<file path="src/hdl/clrp_pkg.sv">
// Shared types, constants and register codes for the calorimeter log-ratio
// position block. No dependencies.
package clrp_pkg;

  localparam int ENERGY_BITS_DEF   = 20;
  localparam int LOG_FRAC_BITS_DEF = 10;

  // mantissa of the log unit: Q.30 in [1,2)
  localparam int MANT_BITS = 30;
  localparam int MW        = MANT_BITS + 1;

  localparam logic [15:0] LN2_Q16 = 16'd45426;

  localparam int LANES = 4;  // x numerator, x denominator, y numerator, y denominator
  localparam int LANE_XA = 0;
  localparam int LANE_XB = 1;
  localparam int LANE_YA = 2;
  localparam int LANE_YB = 3;

  localparam int POS_W   = 16;
  localparam int THR_W   = 20;
  localparam int HALF_W  = 15;
  localparam int SIG_W   = 13;
  localparam int OFF_W   = 16;

  localparam int CFG_IDX_W  = 4;
  localparam int CFG_DATA_W = 32;

  localparam logic [CFG_IDX_W-1:0] REG_PED_THRESHOLD = 4'd0;
  localparam logic [CFG_IDX_W-1:0] REG_HALF_BLOCK    = 4'd1;
  localparam logic [CFG_IDX_W-1:0] REG_SIG_X_ONE     = 4'd2;
  localparam logic [CFG_IDX_W-1:0] REG_SIG_Y_ONE     = 4'd3;
  localparam logic [CFG_IDX_W-1:0] REG_SIG_X_TWO     = 4'd4;
  localparam logic [CFG_IDX_W-1:0] REG_SIG_Y_TWO     = 4'd5;
  localparam logic [CFG_IDX_W-1:0] REG_X_OFFSET      = 4'd6;
  localparam logic [CFG_IDX_W-1:0] REG_Y_OFFSET      = 4'd7;

  localparam logic [THR_W-1:0]  RST_PED_THRESHOLD = 20'd320;
  localparam logic [HALF_W-1:0] RST_HALF_BLOCK    = 15'd5734;
  localparam logic [SIG_W-1:0]  RST_SIGMA         = 13'd1024;

  localparam logic [1:0] CASE_NONE    = 2'd0;
  localparam logic [1:0] CASE_A_EMPTY = 2'd1;
  localparam logic [1:0] CASE_B_EMPTY = 2'd2;
  localparam logic [1:0] CASE_BOTH    = 2'd3;

  typedef struct packed {
    logic [1:0] x_case;
    logic [1:0] y_case;
  } case_pair_t;

  typedef struct packed {
    logic [THR_W-1:0]         ped_threshold;
    logic [HALF_W-1:0]        half_block;
    logic [SIG_W-1:0]         sigma_x_one_side;
    logic [SIG_W-1:0]         sigma_y_one_side;
    logic [SIG_W-1:0]         sigma_x_two_side;
    logic [SIG_W-1:0]         sigma_y_two_side;
    logic signed [OFF_W-1:0]  x_offset;
    logic signed [OFF_W-1:0]  y_offset;
  } cfg_t;

endpackage

</file>
<file path="src/hdl/clrp_back.sv">
// Back end: log difference, scaling by ln2 and sigma, rounding, offset add and
// saturation. Five stages, the last one is the output register. Uses clrp_pkg.
module clrp_back #(
  parameter int PW  = 5,
  parameter int LFB = 10
) (
  input  logic                   clk,
  input  logic [4:0]             en,
  input  clrp_pkg::cfg_t         cfg,
  input  clrp_pkg::case_pair_t   cs_i,
  input  logic [PW-1:0]          p_i [clrp_pkg::LANES],
  input  logic [LFB-1:0]         f_i [clrp_pkg::LANES],
  output clrp_pkg::case_pair_t   cs_o,
  output logic signed [clrp_pkg::POS_W-1:0] x_pos,
  output logic signed [clrp_pkg::POS_W-1:0] y_pos
);
  import clrp_pkg::*;

  localparam int LW   = PW + LFB;
  localparam int P1W  = LW + 16;
  localparam int P2W  = P1W + SIG_W;
  localparam int RW   = P2W + 1 - (LFB + 16);
  localparam int SUMW = RW + 3;

  case_pair_t cs_r [5];
  logic [1:0]     neg_r [4];
  logic [LW-1:0]  mag_r [2];
  logic [P1W-1:0] p1_r  [2];
  logic [P2W-1:0] p2_r  [2];
  logic [RW-1:0]  rnd_r [2];
  logic signed [POS_W-1:0] pos_r [2];

  logic [LW-1:0]  mag_nxt[2];
  logic [1:0]     neg_nxt;
  logic [P2W-1:0] p2_nxt [2];
  logic [RW-1:0]  rnd_nxt[2];
  logic signed [POS_W-1:0] pos_nxt[2];

  function automatic logic [1:0] case_of(input case_pair_t c, input int ax);
    return (ax == 0) ? c.x_case : c.y_case;
  endfunction

  always_comb begin
    logic signed [LW:0] d;
    for (int ax = 0; ax < 2; ax++) begin
      d = $signed({1'b0, p_i[2*ax], f_i[2*ax]}) - $signed({1'b0, p_i[2*ax+1], f_i[2*ax+1]});
      neg_nxt[ax] = d[LW];
      mag_nxt[ax] = d[LW] ? LW'(-d) : d[LW-1:0];
    end
  end

  always_comb begin
    logic [SIG_W-1:0] s;
    for (int ax = 0; ax < 2; ax++) begin
      if (case_of(cs_r[1], ax) == CASE_BOTH)
        s = (ax == 0) ? cfg.sigma_x_two_side : cfg.sigma_y_two_side;
      else
        s = (ax == 0) ? cfg.sigma_x_one_side : cfg.sigma_y_one_side;
      p2_nxt[ax] = P2W'(p1_r[ax]) * P2W'(s);
    end
  end

  // round half away from zero on the magnitude; both-sides case halves too
  always_comb begin
    logic [P2W:0] sum;
    for (int ax = 0; ax < 2; ax++) begin
      if (case_of(cs_r[2], ax) == CASE_BOTH) begin
        sum = {1'b0, p2_r[ax]} + ((P2W+1)'(1) << (LFB + 16));
        rnd_nxt[ax] = RW'(sum >> (LFB + 17));
      end else begin
        sum = {1'b0, p2_r[ax]} + ((P2W+1)'(1) << (LFB + 15));
        rnd_nxt[ax] = RW'(sum >> (LFB + 16));
      end
    end
  end

  always_comb begin
    logic signed [SUMW-1:0] c, h, o, s;
    for (int ax = 0; ax < 2; ax++) begin
      c = $signed({3'b000, rnd_r[ax]});
      if (neg_r[3][ax]) c = -c;
      h = $signed({{(SUMW-HALF_W){1'b0}}, cfg.half_block});
      o = (ax == 0) ? {{(SUMW-OFF_W){cfg.x_offset[OFF_W-1]}}, cfg.x_offset}
                    : {{(SUMW-OFF_W){cfg.y_offset[OFF_W-1]}}, cfg.y_offset};
      case (case_of(cs_r[3], ax))
        CASE_A_EMPTY: s = h - c + o;
        CASE_B_EMPTY: s = c - h + o;
        CASE_BOTH:    s = c + o;
        default:      s = '0;
      endcase
      if (s > $signed(SUMW'(32767)))       pos_nxt[ax] = 16'sh7fff;
      else if (s < $signed(SUMW'(-32768))) pos_nxt[ax] = -16'sh8000;
      else                                 pos_nxt[ax] = s[POS_W-1:0];
    end
  end

  always_ff @(posedge clk) begin
    if (en[0]) begin
      cs_r[0]  <= cs_i;
      neg_r[0] <= neg_nxt;
      mag_r    <= mag_nxt;
    end
    if (en[1]) begin
      cs_r[1]  <= cs_r[0];
      neg_r[1] <= neg_r[0];
      for (int ax = 0; ax < 2; ax++) p1_r[ax] <= P1W'(mag_r[ax]) * P1W'(LN2_Q16);
    end
    if (en[2]) begin
      cs_r[2]  <= cs_r[1];
      neg_r[2] <= neg_r[1];
      p2_r     <= p2_nxt;
    end
    if (en[3]) begin
      cs_r[3]  <= cs_r[2];
      neg_r[3] <= neg_r[2];
      rnd_r    <= rnd_nxt;
    end
    if (en[4]) begin
      cs_r[4]  <= cs_r[3];
      pos_r    <= pos_nxt;
    end
  end

  assign cs_o  = cs_r[4];
  assign x_pos = pos_r[0];
  assign y_pos = pos_r[1];
endmodule

</file>
<file path="config.mk">
export PLATFORM = sky130hd
export DESIGN_NAME = clrp_back
export DESIGN_NICKNAME = d
export VERILOG_FILES = /design/src/hdl/clrp_pkg.sv /design/src/hdl/clrp_back.sv
export SDC_FILE = /design/constraint.sdc
export NUM_CORES = 2
export LEC_CHECK = 0
export ABC_AREA = 0
export BUFFER_PORTS_ARGS = -buffer_cell sky130_fd_sc_hd__buf_4
export CORE_MARGIN = 2
export CORE_UTILIZATION = 40
export DETAILED_ROUTE_END_ITERATION = 8
export SLEW_MARGIN = 20
export SYNTH_ARGS = -nofsm -noshare
export SYNTH_HDL_FRONTEND = slang
export SYNTH_SLANG_ARGS = --single-unit
</file>
<file path="constraint.sdc">
create_clock -name clk -period 16 [get_ports clk]
set_input_delay 4.8 -clock clk [delete_from_list [all_inputs] [get_ports clk]]
set_output_delay 4.8 -clock clk [all_outputs]
set_load 0.05 [all_outputs]
</file>
==> flow_summary.ini <==
[setup_path]
cp_max_fo = 28
critPathSlowestCell = o41ai_1
endpoint = p2_r[43]$_DFFE_PP_
worstPathRequired_ns = 16.34
start_kind = input port
critical_path_arrival_ns = 11.91
rr_worst_depth = 23
cp_slowest_stage_delay_ns = 0.58
endpoint_kind = flop
startpoint = cfg[33]
critPathBufInv = 5
r2r-end = p2_r[86]$_DFFE_PP_
path_depth = 25
crit_top_cell = fa_1
crit_type = input port to flop
regToRegStartpoint = cs_r[0][7]$_DFFE_PP_
r2r_setup_slack_ns = 7.54
critPathTopFamily = compound AO/OA/AOI/OAI gates

[clock_tree]
cts_num_sinks = 226
cts_buffers = 30
cts_hold_buf = 0
clk_pin_slew_ns = 0.05
clockBufferDepth = 3
cts-root-buf = clkbuf_16
post_cts_buffers = 0
cts_tree = yes
cts_resized = 0
htreeDepth = 1
clock_latency_ns = 0.60

[min_path]
worst_hold_path_type = flop to flop
hold_depth = 0

[timing]
max_slew_margin_pct = 30.6
setup_viol_count_final = 0
holdWs_ns = 0.417
rsz0062_at_grt = false
hold_viol_final = 0
fmax_ghz = 0.0865
tightest_slew_ns = 1.04
fin_tns_setup_ns = 0
period_minus_slack_ns = 11.56
finalClockSkew_ns = 0.0331
finalCritPeriodShare_pct = 72.3
final_max_slew_viol_count = 0

[logic_synthesis]
synth-seq-cells = 226
synth_top_area_share_pct = 30.9
ys_warn_count = 0
syn_area_per_cell_um2 = 8.98
yosysSeqAreaShare_pct = 13.3
async_flop_share_pct = 0
synth.top_cells.by_area = fa_1 (31%), ha_1 (15%), edfxtp_1 (13%), inv_1 (8.9%), nand2_1 (4.5%)
synth_most_common_cell = inv_1
synth_ff_type = edfxtp_1
synth_common_cells = inv_1 (1215), fa_1 (789), nand2_1 (620)
synthCells = 5696
synth_area_mm2 = 0.0512
synth_edf_count = 226
synth_fp_nets = 7292
synth_area_leader_cell = fa_1
synthDistinctLibCells = 87

[detailed_routing]
drc = 0
via_per_inst = 5.10
drt-initial-drc-count = 2226
postRouteAntennaNets = 0
drt-pass1-iter-count = 8
post_drt_wl_per_cell_um = 16.8
num_vias = 37900
routed_wl_um = 125000

[layout]
fillers = 12600
fin_nets = 7340
fin_util_pct = 43.4
drive_above_1_share_pct = 5.83
area_growth_pct = 7.77

[floorplan]
core_mm2 = 0.127
die_area_mm2 = 0.131
start_util_pct = 40.2
io_pins = 225
std_cell_rows = 131
die_x_um = 362
die_h_um = 362

[run_status]
status = finished, final reports clean

[global_routing]
grt_pass1_vias = 39500
antenna_found_initial = 7
grt-ovfl-total = 0
grt_max_degree = 67
track_usage_pct = 19.4
grt_pass1_wl_um = 206000

[placed_design]
gp_congestion = 0.921
place.port_buffers = 204
dp_hpwl_um = 100000

[run]
maxCapViolations = 0
==> metal layers <==
metal | share of wire [%] | vias up | track usage, % | wire length, um
met4 | 2.5 | 2 | 4.49 | 3110
li1 | - | 18200 | - | -
met1 | 46 | 18600 | 26.6 | 57700
met5 | 0.010 | - | 0 | 13
met2 | 46 | 930 | 32.5 | 57500
met3 | 5.4 | 191 | 2.54 | 6720
==> state kept, by name, indices dropped and copies added (netlist names) <==
register / flops
p2_r: 38
mag_r: 30
x_pos: 16
cs_r: 20
y_pos: 16
neg_r: 8
rnd_r: 38
p1_r: 60
==> per-stage QoR <==
step           setup slack [ns]  std cells  instance area (um^2)
2_1_floorplan              4.88       5696                 51200
3_3_place_gp               3.81       7374                 54100
3_5_place_dp               3.77       7374                 54100
4_1_cts                    4.38       7429                 55100
5_1_grt                    3.73       7433                 55100
6_report                   4.44       7435                 55100
==> cell families (layout without fill, tap and decap cells) <==
kind of cell	count (synthesis)	count (layout)	share of synthesized area [%]
xor gates and xnor gates	282	282	4.86
buffers and inverters	1412	1483	10.4
other	0	6	0
AOI/OAI and AO/OA	857	857	10.9
and+or+nand+nor	1482	1482	13.9
adders and majority gates	1407	1407	46.0
DFF	226	226	13.3
muxes	30	30	0.646
==> final cells by class <==
type,count,area [um^2],area share [%]
inverters,1216,4560,8.28
multi-input cells,4058,39100,70.8
repair buffers,212,1590,2.89
clock buffers,34,787,1.43
diodes,6,15.0,0.0272
clock inverters,21,270,0.490
well taps,1662,2080,3.77
flip-flops and latches,226,6790,12.3
==> placed cells by master, fill, tap and decap left out, types with 9 or more instances in the layout <==
cell type	instances
nand2b_1	32
a211o_1	13
a22oi_1	28
o31ai_1	21
o21ai_2	10
nor3_1	56
xor2_1	86
fa_1	789
buf_4	212
o21a_1	25
o21bai_1	25
a31oi_1	32
o21ai_0	161
a21boi_0	10
o41ai_1	10
and4_1	9
a221oi_1	14
xnor2_1	194
o211ai_1	17
inv_1	1215
and2_1	357
nand4_1	21
a21o_1	104
a211oi_1	32
clkbuf_16	31
or3_1	10
nand2_1	620
o22ai_1	19
nand3_1	74
mux2_2	24
a21oi_1	250
nor2b_1	27
nor2_1	204
edfxtp_1	226
and3_1	19
or2_2	18
ha_1	618
==> how the worst min path moves through the flow <==
| stage | startpoint | endpoint |
|---|---|---|
| finish | neg_r[2][0]$_DFFE_PP_ | neg_r[3][0]$_DFFE_PP_ |
| global route | cs_r[0][1]$_DFFE_PP_ | cs_r[0][5]$_DFFE_PP_ |
| CTS | cs_r[0][1]$_DFFE_PP_ | cs_r[0][5]$_DFFE_PP_ |
| detailed placement | cs_r[0][1]$_DFFE_PP_ | cs_r[0][5]$_DFFE_PP_ |
| global placement | cs_r[0][0]$_DFFE_PP_ | cs_r[0][4]$_DFFE_PP_ |
| floorplan | cs_r[0][0]$_DFFE_PP_ | cs_r[0][4]$_DFFE_PP_ |
Power is not shown: default switching activity piles up to over one toggle a cycle in this logic, so the estimate is an artifact.
